<file path="src/rtl/abps_pkg.sv">
// Shared types, codes and the segment pattern tables for the buzzer sequencer.
// Used by every module under rtl; depends on nothing.
package abps_pkg;

    localparam int SEGMENT_CAPACITY = 16;
    localparam int SEG_IDX_W        = $clog2(SEGMENT_CAPACITY);
    localparam int SEG_CNT_W        = 5;
    localparam int SEG_LEN_W        = 10;
    localparam int TIME_W           = 32;

    localparam logic [1:0] ACT_TICK    = 2'd0;
    localparam logic [1:0] ACT_START   = 2'd1;
    localparam logic [1:0] ACT_SILENCE = 2'd2;

    localparam logic [1:0] CLASS_NONE  = 2'd0;
    localparam logic [1:0] CLASS_ALARM = 2'd1;
    localparam logic [1:0] CLASS_CROSS = 2'd2;

    localparam logic [SEG_LEN_W-1:0] LEN_ALARM = 10'd100;
    localparam logic [SEG_LEN_W-1:0] LEN_SHORT = 10'd150;
    localparam logic [SEG_LEN_W-1:0] LEN_OPEN_ON  = 10'd300;
    localparam logic [SEG_LEN_W-1:0] LEN_OPEN_OFF = 10'd200;
    localparam logic [SEG_LEN_W-1:0] LEN_SPLIT = 10'd500;

    localparam logic [SEG_CNT_W-1:0] ALARM_PULSES = 5'd5;
    localparam logic [SEG_CNT_W-1:0] SHORT_PULSES = 5'd3;
    localparam logic [SEG_CNT_W-1:0] OPEN_SEGS    = 5'd3;

    typedef enum logic [2:0] {
        PAT_NONE,
        PAT_ALARM,
        PAT_SHORT,
        PAT_OPEN,
        PAT_SHORT_OPEN
    } pattern_t;

    typedef struct packed {
        logic [1:0]        action;
        logic [1:0]        result_class;
        logic              has_unexpected;
        logic              has_missing;
        logic [TIME_W-1:0] now_ms;
    } item_t;

    typedef struct packed {
        logic                 level;
        logic [SEG_LEN_W-1:0] length;
    } segment_t;

    // Number of segments a pattern builds before the capacity cut.
    function automatic logic [SEG_CNT_W-1:0] pattern_count(input pattern_t kind);
        logic [SEG_CNT_W-1:0] cnt;
        case (kind)
            PAT_ALARM:      cnt = (ALARM_PULSES << 1) - 5'd1;
            PAT_SHORT:      cnt = (SHORT_PULSES << 1) - 5'd1;
            PAT_OPEN:       cnt = OPEN_SEGS;
            PAT_SHORT_OPEN: cnt = (SHORT_PULSES << 1) + OPEN_SEGS;
            default:        cnt = '0;
        endcase
        return cnt;
    endfunction

    // Segment count after dropping everything past the capacity.
    function automatic logic [SEG_CNT_W-1:0] pattern_total(input pattern_t kind);
        logic [SEG_CNT_W-1:0] cnt;
        cnt = pattern_count(kind);
        if (cnt > SEG_CNT_W'(SEGMENT_CAPACITY))
        begin
            cnt = SEG_CNT_W'(SEGMENT_CAPACITY);
        end
        return cnt;
    endfunction

    // Open pattern, alone or after the short pulses: on, off, on.
    function automatic segment_t open_seg(input logic [SEG_IDX_W-1:0] idx);
        segment_t seg;
        seg.level  = (idx != SEG_IDX_W'(1));
        seg.length = seg.level ? LEN_OPEN_ON : LEN_OPEN_OFF;
        return seg;
    endfunction

    function automatic segment_t pattern_segment(input pattern_t kind,
                                                 input logic [SEG_IDX_W-1:0] idx);
        segment_t seg;
        logic [SEG_IDX_W-1:0] short_segs;
        short_segs = SEG_IDX_W'((SHORT_PULSES << 1) - 5'd1);
        seg.level  = 1'b0;
        seg.length = '0;
        case (kind)
            PAT_ALARM:
            begin
                seg.level  = ~idx[0];
                seg.length = LEN_ALARM;
            end
            PAT_SHORT:
            begin
                seg.level  = ~idx[0];
                seg.length = LEN_SHORT;
            end
            PAT_OPEN:
            begin
                seg = open_seg(idx);
            end
            PAT_SHORT_OPEN:
            begin
                if (idx < short_segs)
                begin
                    seg.level  = ~idx[0];
                    seg.length = LEN_SHORT;
                end
                else if (idx == short_segs)
                begin
                    seg.level  = 1'b0;
                    seg.length = LEN_SPLIT;
                end
                else
                begin
                    seg = open_seg(idx - short_segs - SEG_IDX_W'(1));
                end
            end
            default:
            begin
                seg.level  = 1'b0;
                seg.length = '0;
            end
        endcase
        return seg;
    endfunction

endpackage

</file>
<file path="src/rtl/abps_in_stage.sv">
// Input register of the buzzer sequencer: holds one transfer until the core takes it.
// Depends on abps_pkg for the item type.
module abps_in_stage (
    input  logic           clk,
    input  logic           rst_n,
    input  logic           in_valid,
    output logic           in_ready,
    input  abps_pkg::item_t in_item,
    input  logic           take,
    output logic           held_valid,
    output abps_pkg::item_t held_item
);
    import abps_pkg::*;

    logic  valid_reg;
    logic  valid_next;
    item_t item_reg;

    // Accept whenever the slot is empty or drains this cycle.
    assign in_ready   = ~valid_reg | take;
    assign valid_next = in_valid | (valid_reg & ~take);

    always_ff @(posedge clk or negedge rst_n)
    begin
        if (!rst_n)
        begin
            valid_reg <= 1'b0;
        end
        else if (in_ready)
        begin
            valid_reg <= valid_next;
        end
    end

    always_ff @(posedge clk)
    begin
        if (in_valid && in_ready)
        begin
            item_reg <= in_item;
        end
    end

    assign held_valid = valid_reg;
    assign held_item  = item_reg;

endmodule

</file>
<file path="src/rtl/abps_core.sv">
// Sequencer state and result register: classifies start items, steps segments on ticks, clears on silence.
// Depends on abps_pkg for codes, item type and the pattern tables.
module abps_core (
    input  logic            clk,
    input  logic            rst_n,
    input  logic            item_valid,
    input  abps_pkg::item_t item,
    output logic            take,
    output logic            out_valid,
    input  logic            out_ready,
    output logic            buzzer_on,
    output logic            pattern_active
);
    import abps_pkg::*;

    pattern_t             kind_reg, kind_next;
    logic [SEG_CNT_W-1:0] total_reg, total_next;
    logic [SEG_CNT_W-1:0] pos_reg, pos_next;
    logic [TIME_W-1:0]    deadline_reg, deadline_next;
    logic                 drive_reg, drive_next;
    logic                 out_valid_reg;
    logic                 buzzer_reg;
    logic                 active_reg;

    pattern_t             start_kind;
    logic                 shorted;
    logic [SEG_CNT_W-1:0] start_total;
    logic [SEG_CNT_W-1:0] step_pos;
    logic [TIME_W-1:0]    elapsed;
    segment_t             first_seg;
    segment_t             step_seg;

    assign take = item_valid & (~out_valid_reg | out_ready);

    always_comb
    begin
        shorted = item.has_unexpected | (item.result_class == CLASS_CROSS);
        if (item.result_class == CLASS_NONE)
        begin
            start_kind = PAT_NONE;
        end
        else if (item.result_class == CLASS_ALARM)
        begin
            start_kind = PAT_ALARM;
        end
        else if (shorted && item.has_missing)
        begin
            start_kind = PAT_SHORT_OPEN;
        end
        else if (shorted)
        begin
            start_kind = PAT_SHORT;
        end
        else if (item.has_missing)
        begin
            start_kind = PAT_OPEN;
        end
        else
        begin
            start_kind = PAT_NONE;
        end
    end

    assign start_total = pattern_total(start_kind);
    assign first_seg   = pattern_segment(start_kind, '0);
    assign step_pos    = pos_reg + SEG_CNT_W'(1);
    assign step_seg    = pattern_segment(kind_reg, step_pos[SEG_IDX_W-1:0]);
    assign elapsed     = item.now_ms - deadline_reg;

    always_comb
    begin
        kind_next     = kind_reg;
        total_next    = total_reg;
        pos_next      = pos_reg;
        deadline_next = deadline_reg;
        drive_next    = drive_reg;
        unique case (item.action)
            ACT_TICK:
            begin
                // Deadline reached when the wrap-safe difference is not negative.
                if (total_reg != '0 && !elapsed[TIME_W-1])
                begin
                    pos_next = step_pos;
                    if (step_pos >= total_reg)
                    begin
                        total_next = '0;
                        drive_next = 1'b0;
                    end
                    else
                    begin
                        drive_next    = step_seg.level;
                        deadline_next = item.now_ms + TIME_W'(step_seg.length);
                    end
                end
            end
            ACT_START:
            begin
                kind_next  = start_kind;
                total_next = start_total;
                pos_next   = '0;
                if (start_total == '0)
                begin
                    drive_next = 1'b0;
                end
                else
                begin
                    drive_next    = first_seg.level;
                    deadline_next = item.now_ms + TIME_W'(first_seg.length);
                end
            end
            ACT_SILENCE:
            begin
                drive_next = 1'b0;
                total_next = '0;
                pos_next   = '0;
            end
            default:
            begin
                // Unused action code: hold state, report current levels.
            end
        endcase
    end

    always_ff @(posedge clk or negedge rst_n)
    begin
        if (!rst_n)
        begin
            kind_reg      <= PAT_NONE;
            total_reg     <= '0;
            pos_reg       <= '0;
            deadline_reg  <= '0;
            drive_reg     <= 1'b0;
            out_valid_reg <= 1'b0;
        end
        else
        begin
            if (take)
            begin
                kind_reg     <= kind_next;
                total_reg    <= total_next;
                pos_reg      <= pos_next;
                deadline_reg <= deadline_next;
                drive_reg    <= drive_next;
            end
            if (take)
            begin
                out_valid_reg <= 1'b1;
            end
            else if (out_ready)
            begin
                out_valid_reg <= 1'b0;
            end
        end
    end

    always_ff @(posedge clk)
    begin
        if (take)
        begin
            buzzer_reg <= drive_next;
            active_reg <= (total_next != '0);
        end
    end

    assign out_valid      = out_valid_reg;
    assign buzzer_on      = buzzer_reg;
    assign pattern_active = active_reg;

endmodule

</file>
<file path="src/rtl/alert_buzzer_pattern_sequencer.sv">
// Top level of the alert buzzer pattern sequencer.
// Depends on abps_pkg, abps_in_stage and abps_core.
//
// Usage:
//   Input channel (in_valid/in_ready) carries one item per transfer: an action
//   (tick, start pattern, silence), the test result class with its short and
//   open flags, and the current millisecond time now_ms.
//   Output channel (out_valid/out_ready) returns one result per input item:
//   buzzer_on, the drive level after the item, and pattern_active, high while
//   a segment list is still playing.
//   Path: an item passes the input register, then the state update into the
//   result register; out_valid rises once the result register is loaded.
//   Throughput: one item per cycle while out_ready stays high; the state update is a single pass of
//   table lookup, one 32-bit add and one 32-bit subtract for the deadline.
//   Stall: while out_ready is low the result is held and one further item
//   waits in the input register; in_ready then drops until the result leaves.
//   Reset: rst_n low clears the segment list and both channels, not buzzer_on or pattern_active.
module alert_buzzer_pattern_sequencer (
    input  logic        clk,
    input  logic        rst_n,
    input  logic        in_valid,
    output logic        in_ready,
    input  logic [1:0]  action,
    input  logic [1:0]  result_class,
    input  logic        has_unexpected,
    input  logic        has_missing,
    input  logic [31:0] now_ms,
    output logic        out_valid,
    input  logic        out_ready,
    output logic        buzzer_on,
    output logic        pattern_active
);
    import abps_pkg::*;

    item_t in_item;
    item_t held_item;
    logic  held_valid;
    logic  take;

    assign in_item.action         = action;
    assign in_item.result_class   = result_class;
    assign in_item.has_unexpected = has_unexpected;
    assign in_item.has_missing    = has_missing;
    assign in_item.now_ms         = now_ms;

    abps_in_stage u_in_stage (
        .clk        (clk),
        .rst_n      (rst_n),
        .in_valid   (in_valid),
        .in_ready   (in_ready),
        .in_item    (in_item),
        .take       (take),
        .held_valid (held_valid),
        .held_item  (held_item)
    );

    abps_core u_core (
        .clk            (clk),
        .rst_n          (rst_n),
        .item_valid     (held_valid),
        .item           (held_item),
        .take           (take),
        .out_valid      (out_valid),
        .out_ready      (out_ready),
        .buzzer_on      (buzzer_on),
        .pattern_active (pattern_active)
    );

endmodule

</file>
<file path="config.mk">
export PLATFORM = sky130hd
export DESIGN_NAME = alert_buzzer_pattern_sequencer
export DESIGN_NICKNAME = d
export VERILOG_FILES = /design/src/rtl/abps_pkg.sv /design/src/rtl/abps_in_stage.sv /design/src/rtl/abps_core.sv /design/src/rtl/alert_buzzer_pattern_sequencer.sv
export SDC_FILE = /design/constraint.sdc
export NUM_CORES = 1
export LEC_CHECK = 0
export BUFFER_PORTS_ARGS = -buffer_cell sky130_fd_sc_hd__buf_4
export CORE_UTILIZATION = 40
export DETAILED_ROUTE_END_ITERATION = 7
export GPL_TIMING_DRIVEN = 0
export PLACE_DENSITY_LB_ADDON = 0.12
export SLEW_MARGIN = 20
export SYNTH_ARGS = -nofsm -noshare
export SYNTH_HDL_FRONTEND = slang
export SYNTH_SLANG_ARGS = --single-unit
</file>
<file path="constraint.sdc">
create_clock -name clk -period 7.27 [get_ports clk]
set_input_delay 1.8175 -clock clk [delete_from_list [all_inputs] [get_ports clk]]
set_output_delay 1.8175 -clock clk [all_outputs]
set_load 0.05 [all_outputs]
</file>
Word level (Yosys, flattened, before mapping) --
Index checks and enable logic that the tools add are counted.
Word-level totals: logic and storage cells 97, register bits 88, output and inout bits 4
Cells by class: multiplexer cells 28, reduce and logical (&&, ||, !) cells 18, bitwise operators 10, eq/ne operators 18, magnitude comparators 3, add/subtract/negate cells 6
Operators with widths (count):
- $mux 32 | 3
- $add 32x10->32 | 2
- $pmux 32 s2 | 1
- $pmux 11 s4 | 1
- $pmux 11 s3 | 1
- $sub 32x32->32 | 1
- $mux 11 | 2
- $mux 5 | 4
- $mux 9 | 2
- $pmux 5 s3 | 1
- $eq 3x2->1 const B | 4
- $mux 3 | 4
- $pmux 4 s3 | 1
- $pmux 5 s2 | 1
- $reduce_bool 5->1 | 2
- $ne 4x1->1 const B | 2
- $eq 3x1->1 const B | 2
- $eq 3x3->1 const B | 2
- $reduce_bool 2->1 | 3
- $reduce_or 2->1 | 3
- $add 5x1->5 const B | 1
- $ge 5x5->1 | 1
- $gt 4x5->1 const B | 1
- $logic_not 5->1 | 1
- 20 further kinds | 37

Depth between registers and ports, before layout --
word-level depth 14, gate-level depth with buffers 20

Cells and area by module --
From an unflattened synthesis, not the netlist that was laid out.
Unflattened totals: cell total of the unflattened synthesis 517, area total of the unflattened synthesis 5407.7 um^2
By module, submodules not included:
- abps_core | cells an instance 475, instances 1, sequential area each 1236.2 um^2, area an instance 4212.8 um^2
- abps_in_stage | cells an instance 42, instances 1, sequential area each 1166.1 um^2, area an instance 1194.9 um^2

Worst setup path after synthesis --
No wires, ideal clock.
path type in2out, start point in out_ready, end point out in_ready, stages 1, data arrival time 2301 ps, path slack 3152 ps, cells stage by stage nand3b_1
Between the ends: word-level cells in the longest chain between the ends 3
Ends and longest elaborated chain:
- start, declared | RTL line alert_buzzer_pattern_sequencer.sv:29 | input logic out_ready,
- $or 1x1->1 | RTL line abps_core.sv:33 | assign take = item_valid & (~out_valid_reg | out_ready);
- $and 1x1->1 | RTL line abps_core.sv:33
- $or 1x1->1 | RTL line abps_in_stage.sv:20 | assign in_ready = ~valid_reg | take;
- end, declared | RTL line alert_buzzer_pattern_sequencer.sv:22 | output logic in_ready,
No other way between the ends.

Worst setup path after layout --
start point reg u_core.pos_reg[0], end point reg u_core.deadline_reg[12]
Between the ends: word-level cells in the longest chain between the ends 12, elaborated cells on any way between the ends 19
Ends and longest elaborated chain:
- start, declared | RTL line abps_core.sv:18 | logic [SEG_CNT_W-1:0] pos_reg, pos_next;
- start signal, assigned | RTL line abps_core.sv:141 | pos_reg <= pos_next;
- $add 5x1->5 * | RTL line abps_core.sv:66 | assign step_pos = pos_reg + SEG_CNT_W'(1);
- $sub 4x3->4 | RTL line abps_pkg.sv:118 | seg = open_seg(idx - short_segs - SEG_IDX_W'(1));
- $sub 4x1->4 | RTL line abps_pkg.sv:118
- $ne 4x1->1 | RTL line abps_pkg.sv:77 | seg.level = (idx != SEG_IDX_W'(1));
- $mux 9 | RTL line abps_pkg.sv:78 | seg.length = seg.level ? LEN_OPEN_ON : LEN_OPEN_OFF;
- $mux 11 | RTL line abps_pkg.sv:111 | else if (idx == short_segs)
- $mux 11 | RTL line abps_pkg.sv:106 | if (idx < short_segs)
- $pmux 11 s4 | RTL line abps_pkg.sv:89 | case (kind)
- $add 32x10->32 | RTL line abps_core.sv:92 | deadline_next = item.now_ms + TIME_W'(step_seg.length);
- $mux 32 | RTL line abps_core.sv:84 | if (step_pos >= total_reg)
- $mux 32 | RTL line abps_core.sv:81 | if (total_reg != '0 && !elapsed[TIME_W-1])
- $pmux 32 s2 | RTL line abps_core.sv:77 | unique case (item.action)
- end signal, assigned | RTL line abps_core.sv:142 | deadline_reg <= deadline_next;
- end, declared | RTL line abps_core.sv:19 | logic [TIME_W-1:0] deadline_reg, deadline_next;
Every way passes the cells marked *; elsewhere a longest branch is shown, timed or not. The select of a mux whose other input is x is not followed. A chain may end at the register's enable or synchronous reset.

==> results.toml <==
[outcome]
status = "finished clean"

[layout]
design_area_um2 = 6430
instances_no_fill = 782
area_growth_syn_to_layout_pct = 16.3
n_antenna_cell = 0
largest_reg_flops = 38
seqCellArea_um2 = 2400
multi_input_area_um2 = 2870
drive_gt1_share_pct = 12.2
fin_nets = 697
fillCellCount = 1277
post-route-util_pct = 48.2

[setup_path]
crit_path_top_delay_cell = "dfrtp_1"
cp-end-kind = "register"
r2r_cells = 19
criticalPathCategory = "reg -> reg"
cp-start-kind = "register"
crit-reg2reg-launch = "u_core.pos_reg[0]"
cp.depth = 19
reg2reg_to = "u_core.deadline_reg[12]"
r2r_slack_ps = 2480
path_delay_family = "compound AO/OA/AOI/OAI gates"
critPathMaxStageDelay_ps = 550
worst-path-buf-inv = 1
path_cells = "ha_1 -> xor2_1 -> ha_1 -> xor2_1 -> nor3b_1 -> nand2_1 -> a21oi_1 -> o21ai_0 -> o21a_1 -> ha_1 -> a21oi_1 -> o211ai_1 -> a221o_1 -> a21oi_1 -> o21bai_1 -> clkbuf_1 -> nand2_1 -> xnor2_1 -> mux2_1"
endpoint = "u_core.deadline_reg[12]"
crit_arrival_ps = 5020
cp_max_fo = 11
crit_required_ps = 7500
crit_start = "u_core.pos_reg[0]"

[sta]
max_freq_ghz = 0.209
setup_viol = 0
clock_skew_ps = 10.5
worstMarginPinSlew_ps = 746
max_slew_margin_pct = 49.8
timing.final.crit_share_pct = 65.9
drv_slew = 0
fin_ws_ps = 2480
min_period_ps = 4790
tns_ps = 0
rsz0062_at_grt = "no"
report.final.hold_viol_count = 0
holdWs_ps = 487

[clock_network]
postCtsSetupBuffers = 0
root_buffer = "clkbuf_16"
cts_tree = "done"
htree_levels = 3
clkLatencyLatePin_ps = 350
cts-resized-gates = 0
clkTransAtPathRegs_ps = 70
holdBufCountCts = 0
cts.path.max_buffers = 2
cts_inserted_buffers = 9
cts_num_sinks = 88

[global_route]
overflow = 0
antenna_found_initial = 0
track_usage_pct = 17.7
grt_pass1_wl_um = 19600
grt_pass1_vias = 3928
grt_max_degree = 49

[worst_hold_path]
min_path_type = "reg -> reg"
hold_depth = 1

[detailed_routing]
routedWlPerCell_um = 15.0
met3_length_um = 472
route.detailed.drc = 0
top_layer = "met4"
wl_met2_um = 5230
num_vias = 4034
vias_per_cell = 5.16
wl_met1_um = 5770
routed_wl_um = 11700
dr.first_iter.drc_count = 205
drtPass1Iterations = 4
ant_nets = 0

[logic_synthesis]
yosysWarnings = 0
synth_fp_nets = 640
synthFlopType = "dfrtp_1"
syn_avg_cell_area_um2 = 10.2
synthArstFlopShare_pct = 54.5
synth_seq_area_share_pct = 43.5
syn-cell-area_um2 = 5530
yosysUniqueCellTypes = 54
netlist_instances = 544
ys_ff_latch = 88
synth_edf_count = 40

[place]
placed_area_um2 = 6110
post-dp-hpwl_um = 8640
place_inst = 766
port_buffers = 45
pre_cts_ws_ps = 2220
place.gp.congestion = 0.837

[die]
coreArea_um2 = 13300
die_x_um = 120
ios = 46
start_util_pct = 41.4
die_y_um = 120
num_rows = 42
fp.dieArea_um2 = 14300

[power]
p_per_area_nw_per_um2 = 325
switchingPower_uw = 769
power_leakage_nw = 2.77
switching_share_pct = 36.8
p_int_mw = 1.32
power.clock.fraction_pct = 23.6
p_seq_share_pct = 34.6
comb_power_share_pct = 41.8
p_total_mw = 2.09
vdd_drop_max_mv = 0.143

[job]
cap_violations = 0
[cells by family after synthesis]
group | Yosys count | synth area share [%]
AOI/OAI and AO/OA | 105 | 12.5
and+or+nand+nor | 160 | 14.7
xor gates and xnor gates | 35 | 5.55
adders and majority gates | 54 | 12.4
muxes | 36 | 6.70
buffers and inverters | 66 | 4.69
DFF | 88 | 43.5
[cells in the mapped netlist (8+ instances only)]
cell type	number	area [um2]
a21oi_1	36	180
a31oi_1	8	50.1
and3_1	8	50.1
clkbuf_1	11	41.3
dfrtp_1	48	1200
edfxtp_1	40	1200
ha_1	53	663
inv_1	51	191
mux2_1	8	90.1
mux2i_1	28	280
nand2_1	42	158
nand2b_1	9	56.3
nand3_1	25	125
nand4_1	10	62.6
nor2_1	25	93.8
nor2b_1	8	50.1
o21ai_0	24	120
xnor2_1	13	114
xor2_1	22	193
[per-layer routing]
metal / GRT usage [%] / vias to the layer above
met2: 27.3 / 77
met5: 0 / -
met3: 3.33 / 15
met1: 24.6 / 1886
met4: 7.19 / 0
li1: - / 2056
[worst register-to-register path: cells and delay by family, from the launching register on]
kind	cells	cell delay, ps
compound gates	8	1590
xor+xnor	3	520
fa+ha+maj	3	850
buf+inv	1	300
flops	1	550
mux	1	290
simple gates	3	580
[area by class of cell]
class | count | share of cell area [%]
Multi-Input combinational cell | 390 | 44.7
Sequential cell | 88 | 37.4
Timing Repair Buffer | 46 | 5.57
Clock buffer | 11 | 3.62
Tap cell | 176 | 3.43
Inverter | 52 | 3.04
Clock inverter | 5 | 1.27
Buffer | 14 | 0.993
[power by group through the flow]
stage | Sequential (mW) | Combinational (mW) | Clock (mW)
global placement | 0.729 | 0.849 | 0
global route | 0.739 | 0.991 | 0.526
detailed placement | 0.733 | 0.873 | 0
finish | 0.723 | 0.874 | 0.492
CTS | 0.724 | 0.880 | 0.510
floorplan | 0.723 | 0.658 | 0
[worst min path at each step]
stage                                 from                      to
global placement    u_core.deadline_reg[0]  u_core.deadline_reg[0]
finish              u_core.deadline_reg[7]  u_core.deadline_reg[7]
floorplan           u_core.deadline_reg[0]  u_core.deadline_reg[0]
CTS                 u_core.deadline_reg[7]  u_core.deadline_reg[7]
detailed placement  u_core.deadline_reg[7]  u_core.deadline_reg[7]
global route        u_core.deadline_reg[7]  u_core.deadline_reg[7]
[placed cells by master (no fill, tap or decap), drive strengths merged, types with 8 or more instances in the layout]
master and count:
a21oi 36, a31oi 8, and3 8, buf 49, clkbuf 22, dfrtp 48, edfxtp 40, ha 53
inv 51, mux2 8, mux2i 28, nand2 42, nand2b 9, nand3 25, nand4 10, nor2 26
nor2b 8, o21ai 26, xnor2 13, xor2 22
Power figures use the tool's default switching activity.
